===== src/sv/dgpid_pkg.sv =====
// dgpid_pkg: shared widths, register indexes, multiplier operand codes and
// the controller-to-datapath command type for the dual-gain PID core.
// No dependencies.
package dgpid_pkg;

  localparam int GAIN_W     = 32;   // gain register width, signed
  localparam int INTEG_W    = 48;   // error integral width, signed
  localparam int NUM_REGS   = 6;
  localparam int CFG_IDX_W  = 3;
  localparam int STEP_RECIP = 100;  // 1 / dt for dt = 0.01

  // configuration register indexes
  localparam logic [CFG_IDX_W-1:0] REG_VEL_KP = 3'd0;
  localparam logic [CFG_IDX_W-1:0] REG_VEL_KI = 3'd1;
  localparam logic [CFG_IDX_W-1:0] REG_VEL_KD = 3'd2;
  localparam logic [CFG_IDX_W-1:0] REG_ACC_KP = 3'd3;
  localparam logic [CFG_IDX_W-1:0] REG_ACC_KI = 3'd4;
  localparam logic [CFG_IDX_W-1:0] REG_ACC_KD = 3'd5;

  // shared multiplier operand pairs
  localparam logic [1:0] OP_STEP  = 2'd0;  // dt * e
  localparam logic [1:0] OP_PROP  = 2'd1;  // kp * e
  localparam logic [1:0] OP_INTEG = 2'd2;  // ki * integral
  localparam logic [1:0] OP_DERIV = 2'd3;  // kd * derivative

  typedef struct packed {
    logic signed [GAIN_W-1:0] kp;
    logic signed [GAIN_W-1:0] ki;
    logic signed [GAIN_W-1:0] kd;
  } gain_set_t;

  typedef struct packed {
    logic       load;       // capture input transaction
    logic       calc_err;   // register clamped error
    logic [1:0] mul_op;     // operand pair for the multiplier
    logic       mul_hi;     // high chunk of operand B
    logic       acc_clr;    // start a new sum
    logic       acc_add;    // add last product
    logic       acc_hi;     // last product was a high chunk
    logic       upd_integ;  // commit integral, derivative, last error
    logic       out_load;   // load result register
  } dp_cmd_t;

endpackage


===== src/sv/dual_gain_pid_controller_core.sv =====
// Dual-gain PID controller core: top level.
// Depends on dgpid_pkg, dgpid_regs, dgpid_ctrl and dgpid_dp.
//
// Usage
//   Input channel (in_valid / in_stall): one control sample per transaction:
//   velocity, acceleration, setpoint and loop select (1 = velocity loop with
//   the velocity gains, 0 = acceleration loop with the acceleration gains).
//   Output channel (out_valid / out_stall): one transaction per sample, the
//   saturated drive value and a flag set when integral or output clipped.
//   Config channel (cfg_valid / cfg_ready): gain index 0..5 and Q-format data;
//   cfg_ready is always high, writes to indexes 6 and 7 are dropped. Write
//   gains only while no sample is in flight.
// Sequence
//   A sample runs through capture, error clamp, then nine steps through
//   the one shared 32 x 25 bit multiplier (two chunks for each of dt*e, kp*e,
//   ki*I and kd*D, plus one drain step into the accumulator), then the hand-off
//   into the result register. in_stall stays high until that hand-off, so the
//   next sample is not taken before the last one is handed off.
// Reset (rst_n, synchronous): gains return to their defaults, integral and
//   last error are cleared, no result is pending.
// Stall: a stalled result holds in the output register; the next sample is
//   still taken and computed, and waits at the hand-off until it is free.
module dual_gain_pid_controller_core #(
  parameter int DATA_WIDTH = 32,
  parameter int FRAC_BITS  = 16
) (
  input  logic                                clk,
  input  logic                                rst_n,
  // control sample in
  input  logic                                in_valid,
  output logic                                in_stall,
  input  logic signed [DATA_WIDTH-1:0]        in_velocity,
  input  logic signed [DATA_WIDTH-1:0]        in_acceleration,
  input  logic signed [DATA_WIDTH-1:0]        in_target,
  input  logic                                in_loop_select,
  // drive value out
  output logic                                out_valid,
  input  logic                                out_stall,
  output logic signed [DATA_WIDTH-1:0]        out_drive_output,
  output logic                                out_saturated,
  // gain writes
  input  logic                                cfg_valid,
  output logic                                cfg_ready,
  input  logic [dgpid_pkg::CFG_IDX_W-1:0]     cfg_index,
  input  logic [dgpid_pkg::GAIN_W-1:0]        cfg_data
);

  dgpid_pkg::gain_set_t vel_gains;
  dgpid_pkg::gain_set_t acc_gains;
  dgpid_pkg::dp_cmd_t   cmd;

  // gain register file
  dgpid_regs #(
    .FRAC_BITS (FRAC_BITS)
  ) u_regs (
    .clk       (clk),
    .rst_n     (rst_n),
    .cfg_valid (cfg_valid),
    .cfg_ready (cfg_ready),
    .cfg_index (cfg_index),
    .cfg_data  (cfg_data),
    .vel_gains (vel_gains),
    .acc_gains (acc_gains)
  );

  // sequencer: owns the handshakes, issues one command word a cycle
  dgpid_ctrl u_ctrl (
    .clk       (clk),
    .rst_n     (rst_n),
    .in_valid  (in_valid),
    .in_stall  (in_stall),
    .out_valid (out_valid),
    .out_stall (out_stall),
    .cmd       (cmd)
  );

  // datapath: arithmetic, loop state, result register
  dgpid_dp #(
    .DATA_WIDTH (DATA_WIDTH),
    .FRAC_BITS  (FRAC_BITS)
  ) u_dp (
    .clk              (clk),
    .rst_n            (rst_n),
    .cmd              (cmd),
    .vel_gains        (vel_gains),
    .acc_gains        (acc_gains),
    .in_velocity      (in_velocity),
    .in_acceleration  (in_acceleration),
    .in_target        (in_target),
    .in_loop_select   (in_loop_select),
    .out_drive_output (out_drive_output),
    .out_saturated    (out_saturated)
  );

endmodule


===== src/sv/dgpid_regs.sv =====
// dgpid_regs: the six gain registers and their write port.
// Depends on dgpid_pkg.
module dgpid_regs #(
  parameter int FRAC_BITS = 16
) (
  input  logic                                    clk,
  input  logic                                    rst_n,
  input  logic                                    cfg_valid,
  output logic                                    cfg_ready,
  input  logic [dgpid_pkg::CFG_IDX_W-1:0]         cfg_index,
  input  logic [dgpid_pkg::GAIN_W-1:0]            cfg_data,
  output dgpid_pkg::gain_set_t                    vel_gains,
  output dgpid_pkg::gain_set_t                    acc_gains
);

  localparam longint ONE_Q = longint'(1) << FRAC_BITS;
  localparam logic [dgpid_pkg::GAIN_W-1:0] RST_VEL_KP = dgpid_pkg::GAIN_W'(50 * ONE_Q);
  localparam logic [dgpid_pkg::GAIN_W-1:0] RST_VEL_KI = dgpid_pkg::GAIN_W'(15 * ONE_Q);
  localparam logic [dgpid_pkg::GAIN_W-1:0] RST_VEL_KD = dgpid_pkg::GAIN_W'((ONE_Q + 5) / 10);
  localparam logic [dgpid_pkg::GAIN_W-1:0] RST_ACC_KP =
    dgpid_pkg::GAIN_W'((8 * ONE_Q + 5) / 10);
  localparam logic [dgpid_pkg::GAIN_W-1:0] RST_ACC_KI = dgpid_pkg::GAIN_W'((ONE_Q + 5) / 10);
  localparam logic [dgpid_pkg::GAIN_W-1:0] RST_ACC_KD = '0;

  logic [dgpid_pkg::GAIN_W-1:0] gain_r [dgpid_pkg::NUM_REGS];

  assign cfg_ready = 1'b1;

  always_ff @(posedge clk) begin
    if (!rst_n) begin
      gain_r[dgpid_pkg::REG_VEL_KP] <= RST_VEL_KP;
      gain_r[dgpid_pkg::REG_VEL_KI] <= RST_VEL_KI;
      gain_r[dgpid_pkg::REG_VEL_KD] <= RST_VEL_KD;
      gain_r[dgpid_pkg::REG_ACC_KP] <= RST_ACC_KP;
      gain_r[dgpid_pkg::REG_ACC_KI] <= RST_ACC_KI;
      gain_r[dgpid_pkg::REG_ACC_KD] <= RST_ACC_KD;
    end else if (cfg_valid && cfg_ready &&
                 (cfg_index < dgpid_pkg::CFG_IDX_W'(dgpid_pkg::NUM_REGS))) begin
      gain_r[cfg_index] <= cfg_data;  // unused indexes are dropped
    end
  end

  assign vel_gains.kp = gain_r[dgpid_pkg::REG_VEL_KP];
  assign vel_gains.ki = gain_r[dgpid_pkg::REG_VEL_KI];
  assign vel_gains.kd = gain_r[dgpid_pkg::REG_VEL_KD];
  assign acc_gains.kp = gain_r[dgpid_pkg::REG_ACC_KP];
  assign acc_gains.ki = gain_r[dgpid_pkg::REG_ACC_KI];
  assign acc_gains.kd = gain_r[dgpid_pkg::REG_ACC_KD];

endmodule


===== src/sv/dgpid_ctrl.sv =====
// dgpid_ctrl: sequencer for one control sample and the result valid flag.
// Drives dgpid_dp through dp_cmd_t. Depends on dgpid_pkg.
module dgpid_ctrl (
  input  logic                clk,
  input  logic                rst_n,
  input  logic                in_valid,
  output logic                in_stall,
  output logic                out_valid,
  input  logic                out_stall,
  output dgpid_pkg::dp_cmd_t  cmd
);

  localparam logic [1:0] S_IDLE = 2'd0;
  localparam logic [1:0] S_ERR  = 2'd1;
  localparam logic [1:0] S_MUL  = 2'd2;
  localparam logic [1:0] S_DONE = 2'd3;

  // step 3 also commits the integral; step 8 only drains the last product
  localparam logic [3:0] INT_STEP  = 4'd3;
  localparam logic [3:0] LAST_STEP = 4'd8;

  logic [1:0] state_r, state_nxt;
  logic [3:0] step_r, step_nxt;
  logic       out_valid_r, out_valid_nxt;

  always_comb begin
    cmd       = '0;
    state_nxt = state_r;
    step_nxt  = step_r;
    unique case (state_r)
      S_IDLE: begin
        if (in_valid) begin
          cmd.load  = 1'b1;
          state_nxt = S_ERR;
        end
      end
      S_ERR: begin
        cmd.calc_err = 1'b1;
        step_nxt     = '0;
        state_nxt    = S_MUL;
      end
      S_MUL: begin
        cmd.mul_op    = step_r[2:1];
        cmd.mul_hi    = step_r[0];
        cmd.acc_add   = (step_r != 4'd0);
        cmd.acc_hi    = ~step_r[0];
        cmd.acc_clr   = (step_r == 4'd1) || (step_r == INT_STEP);
        cmd.upd_integ = (step_r == INT_STEP);
        if (step_r == LAST_STEP) begin
          state_nxt = S_DONE;
        end else begin
          step_nxt = step_r + 4'd1;
        end
      end
      S_DONE: begin
        if (!out_valid_r || !out_stall) begin
          cmd.out_load = 1'b1;
          state_nxt    = S_IDLE;
        end
      end
    endcase
  end

  assign out_valid_nxt = cmd.out_load | (out_valid_r & out_stall);

  always_ff @(posedge clk) begin
    if (!rst_n) begin
      state_r     <= S_IDLE;
      step_r      <= '0;
      out_valid_r <= 1'b0;
    end else begin
      state_r     <= state_nxt;
      step_r      <= step_nxt;
      out_valid_r <= out_valid_nxt;
    end
  end

  assign in_stall  = (state_r != S_IDLE);
  assign out_valid = out_valid_r;

endmodule


===== src/sv/dgpid_dp.sv =====
// dgpid_dp: error, integral and derivative registers, shared chunked
// multiplier, wide accumulator and result register. Depends on dgpid_pkg.
module dgpid_dp #(
  parameter int DATA_WIDTH = 32,
  parameter int FRAC_BITS  = 16
) (
  input  logic                          clk,
  input  logic                          rst_n,
  input  dgpid_pkg::dp_cmd_t            cmd,
  input  dgpid_pkg::gain_set_t          vel_gains,
  input  dgpid_pkg::gain_set_t          acc_gains,
  input  logic signed [DATA_WIDTH-1:0]  in_velocity,
  input  logic signed [DATA_WIDTH-1:0]  in_acceleration,
  input  logic signed [DATA_WIDTH-1:0]  in_target,
  input  logic                          in_loop_select,
  output logic signed [DATA_WIDTH-1:0]  out_drive_output,
  output logic                          out_saturated
);

  localparam int DW      = DATA_WIDTH;
  localparam int GW      = dgpid_pkg::GAIN_W;
  localparam int IW      = dgpid_pkg::INTEG_W;
  localparam int DRV_W   = DW + 8;                        // (e - e_prev) * 100
  localparam int OPB_W   = (DRV_W > IW) ? DRV_W : IW;
  localparam int CHK_W   = (OPB_W + 1) / 2;               // unsigned low chunk
  localparam int MUL_B_W = CHK_W + 1;
  localparam int PROD_W  = GW + MUL_B_W;
  localparam int ACC_W   = GW + OPB_W + 2;
  localparam longint STEP_Q =
    ((longint'(1) << FRAC_BITS) + dgpid_pkg::STEP_RECIP / 2) / dgpid_pkg::STEP_RECIP;

  localparam logic signed [ACC_W-1:0] INT_MAX = {{(ACC_W-IW+1){1'b0}}, {(IW-1){1'b1}}};
  localparam logic signed [ACC_W-1:0] INT_MIN = ~INT_MAX;
  localparam logic signed [ACC_W-1:0] OUT_MAX = {{(ACC_W-DW+1){1'b0}}, {(DW-1){1'b1}}};
  localparam logic signed [ACC_W-1:0] OUT_MIN = ~OUT_MAX;

  logic signed [DW-1:0]      meas_r, tgt_r;
  logic                      sel_r;
  logic signed [DW-1:0]      e_r, e_nxt, prev_r;
  logic signed [DW:0]        err_diff, d_diff;
  logic signed [IW-1:0]      integ_r, integ_nxt;
  logic signed [DRV_W-1:0]   deriv_r, deriv_nxt, dx;
  logic                      int_hit, sat_int_r, out_hit;
  dgpid_pkg::gain_set_t      gs;
  logic signed [GW-1:0]      opa;
  logic signed [OPB_W-1:0]   opb;
  logic signed [MUL_B_W-1:0] b_chunk;
  logic signed [PROD_W-1:0]  prod_r, prod_nxt;
  logic signed [ACC_W-1:0]   acc_r, acc_nxt, acc_term, acc_sh, isum;
  logic signed [DW-1:0]      drive_r, drive_nxt;
  logic                      sat_r;

  // error, clamped to the data range (no flag)
  assign err_diff = (DW+1)'(tgt_r) - (DW+1)'(meas_r);
  always_comb begin
    if (err_diff[DW] != err_diff[DW-1]) begin
      e_nxt = err_diff[DW] ? {1'b1, {(DW-1){1'b0}}} : {1'b0, {(DW-1){1'b1}}};
    end else begin
      e_nxt = err_diff[DW-1:0];
    end
  end

  // derivative: difference times 100 as shift-adds
  assign d_diff    = (DW+1)'(e_r) - (DW+1)'(prev_r);
  assign dx        = DRV_W'(d_diff);
  assign deriv_nxt = (dx <<< 6) + (dx <<< 5) + (dx <<< 2);

  // operand selection, operand B split into two chunks
  assign gs = sel_r ? vel_gains : acc_gains;

  always_comb begin
    unique case (cmd.mul_op)
      dgpid_pkg::OP_STEP: begin
        opa = GW'(STEP_Q);
        opb = OPB_W'(e_r);
      end
      dgpid_pkg::OP_PROP: begin
        opa = gs.kp;
        opb = OPB_W'(e_r);
      end
      dgpid_pkg::OP_INTEG: begin
        opa = gs.ki;
        opb = OPB_W'(integ_r);
      end
      dgpid_pkg::OP_DERIV: begin
        opa = gs.kd;
        opb = OPB_W'(deriv_r);
      end
    endcase
  end

  assign b_chunk  = cmd.mul_hi ? MUL_B_W'($signed(opb[OPB_W-1:CHK_W]))
                               : $signed({1'b0, opb[CHK_W-1:0]});
  assign prod_nxt = opa * b_chunk;

  // accumulate the registered product
  assign acc_term = cmd.acc_hi ? (ACC_W'(prod_r) <<< CHK_W) : ACC_W'(prod_r);
  assign acc_nxt  = (cmd.acc_clr ? '0 : acc_r) + (cmd.acc_add ? acc_term : '0);
  assign acc_sh   = acc_r >>> FRAC_BITS;

  // integral update, clamped to 48 bits
  assign isum = ACC_W'(integ_r) + acc_sh;
  always_comb begin
    int_hit = 1'b0;
    if (isum > INT_MAX) begin
      integ_nxt = INT_MAX[IW-1:0];
      int_hit   = 1'b1;
    end else if (isum < INT_MIN) begin
      integ_nxt = INT_MIN[IW-1:0];
      int_hit   = 1'b1;
    end else begin
      integ_nxt = isum[IW-1:0];
    end
  end

  // output clamp
  always_comb begin
    out_hit = 1'b0;
    if (acc_sh > OUT_MAX) begin
      drive_nxt = OUT_MAX[DW-1:0];
      out_hit   = 1'b1;
    end else if (acc_sh < OUT_MIN) begin
      drive_nxt = OUT_MIN[DW-1:0];
      out_hit   = 1'b1;
    end else begin
      drive_nxt = acc_sh[DW-1:0];
    end
  end

  always_ff @(posedge clk) begin
    if (cmd.load) begin
      meas_r <= in_loop_select ? in_velocity : in_acceleration;
      tgt_r  <= in_target;
      sel_r  <= in_loop_select;
    end
    if (cmd.calc_err) begin
      e_r <= e_nxt;
    end
    prod_r <= prod_nxt;
    acc_r  <= acc_nxt;
    if (cmd.upd_integ) begin
      deriv_r   <= deriv_nxt;
      sat_int_r <= int_hit;
    end
    if (cmd.out_load) begin
      drive_r <= drive_nxt;
      sat_r   <= sat_int_r | out_hit;
    end
  end

  // loop state, shared by both loops
  always_ff @(posedge clk) begin
    if (!rst_n) begin
      integ_r <= '0;
      prev_r  <= '0;
    end else if (cmd.upd_integ) begin
      integ_r <= integ_nxt;
      prev_r  <= e_r;
    end
  end

  assign out_drive_output = drive_r;
  assign out_saturated    = sat_r;

endmodule


===== config.mk =====
export PLATFORM = sky130hd
export DESIGN_NAME = dual_gain_pid_controller_core
export DESIGN_NICKNAME = d
export VERILOG_FILES = /design/src/sv/dgpid_pkg.sv /design/src/sv/dual_gain_pid_controller_core.sv /design/src/sv/dgpid_regs.sv /design/src/sv/dgpid_ctrl.sv /design/src/sv/dgpid_dp.sv
export SDC_FILE = /design/constraint.sdc
export NUM_CORES = 2
export LEC_CHECK = 0
export ABC_AREA = 1
export BUFFER_PORTS_ARGS = -buffer_cell sky130_fd_sc_hd__buf_4
export CORE_MARGIN = 4
export CORE_UTILIZATION = 50
export DETAILED_ROUTE_END_ITERATION = 16
export HOLD_SLACK_MARGIN = 0.15
export PLACE_DENSITY = 0.73
export SETUP_SLACK_MARGIN = 0.02
export SYNTH_ARGS = -nofsm -noshare
export SYNTH_HDL_FRONTEND = slang
export SYNTH_SLANG_ARGS = --single-unit
export TNS_END_PERCENT = 50

===== constraint.sdc =====
create_clock -name clk -period 9.7 [get_ports clk]
set_input_delay 1.455 -clock clk [delete_from_list [all_inputs] [get_ports clk]]
set_output_delay 1.455 -clock clk [all_outputs]
set_load 0.005 [all_outputs]

**Word-level counts from Yosys, hierarchy flattened**

Memories as Yosys holds them, arrays and structs flattened.
Cells that the tools add are included.

- Register bits after elaboration: 397
- Latch bits: 0
- RAM bits: 192
- ROM bits: 0
- Bits of input ports: 137
- Output and inout port bits: 36
- Word-level logic and storage cells: 96
- Memories: 1

Memory list:

| name | depth | width | rd ports | clocked after Yosys merged registers in | write ports | RTL line | source |
|---|---|---|---|---|---|---|---|
| u_regs.gain_r | 6 | 32 | 6 | 0 | 6 | dgpid_regs.sv:25 | `logic [dgpid_pkg::GAIN_W-1:0] gain_r [dgpid_pkg::NUM_REGS];` |

- Add/sub/neg operators: 7
- Multipliers: 1
- Divide/modulo/power cells: 0
- $lt $le $gt $ge: 5
- Equal/unequal tests: 14
- Shift-type cells: 0
- Mux-type cells: 35
- Bitwise logic cells: 4
- Reduce and logical (&&, ||, !) cells: 14

Operators with widths:

| kind | number |
|---|---|
| 82-bit two-way mux | 2 |
| 32-bit two-way mux | 5 |
| 48-bit one-hot mux with 3 select lines | 1 |
| 32-bit one-hot mux with 4 select lines | 1 |
| 48-bit two-way mux | 2 |
| 96-bit two-way mux | 1 |
| 82-bit adder | 1 |
| 82-bit by 48-bit > comparator with 1-bit output (second input constant) | 1 |
| 82-bit by 48-bit < comparator with 1-bit output (second input constant) | 1 |
| 80-bit two-way mux | 1 |
| 48-bit by 66-bit adder with 67-bit output | 1 |
| 66-bit by 32-bit > comparator with 1-bit output (second input constant) | 1 |
| 66-bit by 32-bit < comparator with 1-bit output (second input constant) | 1 |
| 32-bit by 32-bit subtractor with 33-bit output | 2 |
| 32-bit by 25-bit multiplier with 57-bit output | 1 |
| 39-bit by 38-bit adder with 40-bit output | 1 |
| 40-bit by 35-bit adder with 40-bit output | 1 |
| 32-bit OR reduction | 1 |
| 25-bit two-way mux | 1 |
| 1-bit two-way mux | 13 |
| 2-bit equality test (second input constant) | 4 |
| 2-bit one-hot mux with 4 select lines | 1 |
| 4-bit one-hot mux with 2 select lines | 1 |
| 7-bit two-way mux | 1 |
| 24 further kinds | 34 |

**Longest topological paths before layout**

- Depth in word-level cells: 8
- Mapped depth: 40
- Gate-level depth less buffers: 39

**Modules after synthesis**

From an unflattened synthesis, not the netlist that was laid out.

- Cell total of the unflattened synthesis: 9136
- Area total of the unflattened synthesis: 69843.2 um^2

Modules (own cells, without submodules):

| module | times used | cells each | area each (um^2) |
|---|---|---|---|
| dgpid_dp | 1 | 8565 | 62235.9 |
| dgpid_regs | 1 | 490 | 7075.5 |
| dgpid_ctrl | 1 | 81 | 531.8 |

**Least setup slack after synthesis**

No wires, ideal clock.

- Path kind: register -> register
- From: reg u_ctrl.state_r[0]
- To: reg u_dp.prod_r[52]
- Arrival time: 8.142 ns
- Setup slack: 1.486 ns
- Cell stages (with the launch flop): 32
- Buffers on the path: 2
- Period minus slack after synthesis: 8.214 ns
- Cells stage by stage: dfxtp_1 inv_1 ha_1 nand2_1 nor2_1 inv_1 clkbuf_1 o221ai_1 o22ai_1 clkbuf_1 nand2_1 inv_1 fa_1 fa_1 inv_1 fa_1 inv_1 fa_1 fa_1 fa_1 inv_1 fa_1 inv_1 ha_1 nand2_1 nor2_1 inv_1 nor2_1 nand2_1 or2_2 o221ai_1 xor2_1

- Cells in the longest elaborated chain, start to end: 7
- Elaborated cells between the ends (all ways): 11
- Those cells by class: 1 x mul; 4 x eq/ne; 4 x mux; 2 x reduce/logical

RTL lines:

| element | RTL line | source |
|---|---|---|
| start: declaration | dgpid_ctrl.sv:22 | `logic [1:0] state_r, state_nxt;` |
| start signal: assignment | dgpid_ctrl.sv:72 | `state_r <= state_nxt;` |
| 2-bit equality test * | dgpid_ctrl.sv:30 | `unique case (state_r)` |
| 7-bit two-way mux * | dgpid_ctrl.sv:30 |  |
| 2-bit by 1-bit equality test with 1-bit output / 2-bit zero test (equally long branches) | dgpid_dp.sv:72 | `unique case (cmd.mul_op)` |
| 2-bit OR reduction (no line) | n/a |  |
| 48-bit one-hot mux with 3 select lines | dgpid_dp.sv:72 |  |
| 25-bit two-way mux | dgpid_dp.sv:92 | `assign b_chunk = cmd.mul_hi ? MUL_B_W'($signed(opb[OPB_W-1:CHK_W]))` |
| 32-bit by 25-bit multiplier with 57-bit output * | dgpid_dp.sv:94 | `assign prod_nxt = opa * b_chunk;` |
| net u_dp.prod_nxt[52] | dgpid_dp.sv:48 | `logic signed [PROD_W-1:0] prod_r, prod_nxt;` |
| end signal: assignment | dgpid_dp.sv:139 | `prod_r <= prod_nxt;` |
| end: declaration | dgpid_dp.sv:48 |  |

Mark *: on every way through the listed nets, which the timed path passes. The rest lies on a longest branch.
A chain may end at the register's enable or synchronous reset.

**Worst setup path in the final report**

- From: reg u_ctrl.state_r[0]
- To: reg u_dp.prod_r[48]

Same word-level chain as after synthesis.

==> flow_summary.yaml <==
job:
  drv_cap: 0
layout:
  fin_area_um2: 75300
  layout-drive-gt1-share: 0.0646
  nets: 10600
  seq_area_um2: 15400
  fill_cells: 12800
  final_common_cell: "nand2_1"
  syn2layout_area_growth_pct: 8.47
  multiInputGateArea_um2: 45300
  mostFrequentLayoutCells: "nand2_1, inv_1, fa_1"
critical_path:
  start_kind: "flop"
  end_kind: "flop"
  required_ps: 10240
  path_common_cell: "nand2_1"
  cpPeakStageDelay_ps: 710
  crit_slowest_cell: "and3_1"
  crit_path_max_fanout: 17
  crit_arrival_ps: 9850
  path_class: "flop to flop"
grt:
  grt_max_degree: 93
  grt_pass1_wl_mm: 346
  top_usage_layer: "met2"
  grt_remaining_overflow: 0
  antenna_found_initial: 0
  grt.total_usage: 0.308
  grt_pass1_vias: 61100
  use_met2: 0.513
  grtUsageMet3: 0.0493
  grt_use_met1: 0.384
timing:
  clock.fmax_mhz: 107
  worst_slew_pin_slew_ps: 1210
  hold-worst-slack_ps: 461
  hold_viol_final: 0
  fin_crit_ps: 9300
  setup_violations: 0
  finalCritPeriodShare: 0.959
  fin_tns_setup_ps: 0
  maxSlewHeadroom: 0.189
  finalWorstSetupSlack_ps: 395
  finalClockSkew_ps: 52.0
  rsz0062_at_grt: "no"
  slew_viol_final: 0
drt:
  drc: 0
  antenna_left: 0
  wirelength_mm: 225
  drt-initial-drc-count: 5362
  first_pass_iters: 6
  routed-via-count: 60000
  post_drt_wl_per_cell_um: 20.4
  via_per_inst: 5.44
logic_synthesis:
  synth-main-ff-cell: "edfxtp_1"
  yosys.area_share.simple: 0.201
  ys_ff_latch: 587
  synth_compound_area_frac: 0.0895
  synthXorXnorAreaFrac: 0.0360
  synth_edf_count: 361
  synth_top_family_by_area: "adder cells"
  syn-instance-count: 9073
  synth.distinct_cells: 59
  syn_area_per_cell_um2: 7.65
  synth_seq_area_share: 0.221
  synth_mux_area_frac: 0.00519
  yosys_warnings: 0
  synth_fa_ha_area_frac: 0.320
  async_flop_share: 0
  synth_fp_nets: 10500
  syn_area_um2: 69400
clock_tree:
  insertion_delay_ps: 660
  path_clk_slew_ps: 60
  hold_buffers: 0
  htreeDepth: 3
  cts_tree: "yes"
  clockRootBuffer: "clkbuf_16"
  cts.sinks: 587
  cts_buffers: 69
  clock_path_buffers: 3
floorplan:
  start_util: 0.504
  fp-row-count: 136
  fp.dieW_um: 381
  die_area_um2: 145000
  core_um2: 138000
  die_y_um: 381
  ios: 173
place:
  gp_congestion: 1.01
  dp_hpwl_mm: 183
  place_area_um2: 72900
  dp_slack_ps: 470
  numPortBuffers: 171
worst_hold_path:
  hold_path.class: "flop to flop"
status:
  status: "complete, no violations"
[registers in the layout, indices dropped and copies added, names as in the netlist]
register,count
u_ctrl.out_valid,1
u_dp.sat_int_r,1
u_dp.sel_r,1
u_regs.gain_r,192
u_dp.prev_r,32
u_dp.integ_r,48
u_ctrl.state_r,2
u_dp.out_drive_output,32
u_dp.acc_r,82
u_dp.prod_r,57
u_ctrl.step_r,4
u_dp.e_r,32
u_dp.out_saturated,1
u_dp.tgt_r,32
u_dp.deriv_r,38
u_dp.meas_r,32
[timing repair]
action	CTS	global route
endpoints found under the setup margin	0	6
gates resized for setup	0	8
setup buffers	0	6
[worst max-delay path, delay by kind of cell (launching register included)]
| family | cells | cell delay (ps) |
|---|---|---|
| compound gates | 5 | 1250 |
| xor+xnor | 1 | 190 |
| fa+ha+maj | 9 | 3680 |
| buf+inv | 10 | 1750 |
| flops | 1 | 380 |
| simple gates | 10 | 1930 |
[cells in the mapped netlist, types with 15 or more instances]
cell type | n | area (um^2)
a31oi_1 | 78 | 488
fa_1 | 855 | 17100
o21ai_1 | 19 | 95.1
o21bai_1 | 23 | 173
nand4_1 | 42 | 263
and3_1 | 27 | 169
o21a_1 | 34 | 255
nor3_1 | 46 | 230
xor2_1 | 189 | 1660
o21ai_0 | 268 | 1340
a21oi_1 | 461 | 2310
xnor2_1 | 94 | 823
ha_1 | 406 | 5080
nand2_1 | 2343 | 8790
a21o_1 | 16 | 120
o211ai_1 | 15 | 113
nand2_2 | 28 | 175
nand3b_1 | 29 | 218
dfxtp_1 | 226 | 4520
buf_1 | 26 | 97.6
nor2_1 | 821 | 3080
mux2_2 | 32 | 360
inv_2 | 30 | 113
edfxtp_1 | 361 | 10800
nor4_1 | 26 | 163
inv_1 | 2012 | 7550
nor2_2 | 19 | 119
a21oi_2 | 31 | 272
clkbuf_1 | 206 | 773
nand3_1 | 108 | 541
buf_2 | 26 | 130
o221ai_1 | 24 | 210
o22ai_1 | 48 | 300
[final cells by class]
class                      count  area share
multi-input combinational   6164       0.602
timing repair inverter         1   0.0000997
sequential                   587       0.204
timing repair buffer         297      0.0303
tap                         1794      0.0298
clock buffer                  84      0.0248
inverter                    2056       0.103
antenna                        1   0.0000332
clock inverter                39     0.00572
[path summary, 6_finish.rpt]
kind	start	endpoint	slack, ps	cells past startpoint
worst min-delay path	u_dp.prev_r[24]$_SDFFE_PN0P_	u_dp.prev_r[24]$_SDFFE_PN0P_	460	2
worst max-delay path	u_ctrl.state_r[0]$_SDFFE_PN0P_	u_dp.prod_r[48]$_DFF_P_	400	35
worst min register to register	u_dp.prev_r[24]$_SDFFE_PN0P_	u_dp.prev_r[24]$_SDFFE_PN0P_	460	2
worst max register to register	u_ctrl.state_r[0]$_SDFFE_PN0P_	u_dp.prod_r[48]$_DFF_P_	400	35
[through the flow]
step	cells	util
after floorplan	9073	-
after global placement	10900	0.529
after detailed placement	10900	0.529
after CTS	11000	0.546
after global routing	11000	0.547
final	11000	0.547
[metal layers]
layer	routed length, um	up-vias
met4	14100	0
met2	105000	2719
met3	19300	638
met5	0	-
met1	86800	28800
li1	-	27900
[cell families (layout without fill, tap and decap cells)]
group	Yosys count	after routing
compound gates	1079	1079
xor+xnor	284	284
fa+ha+maj	1261	1261
buf+inv	2322	2477
flops	587	587
mux	32	32
other cells	1	2
simple gates	3507	3507
Power is not shown: default switching activity piles up to over one toggle a cycle in this logic, so the estimate is an artifact.
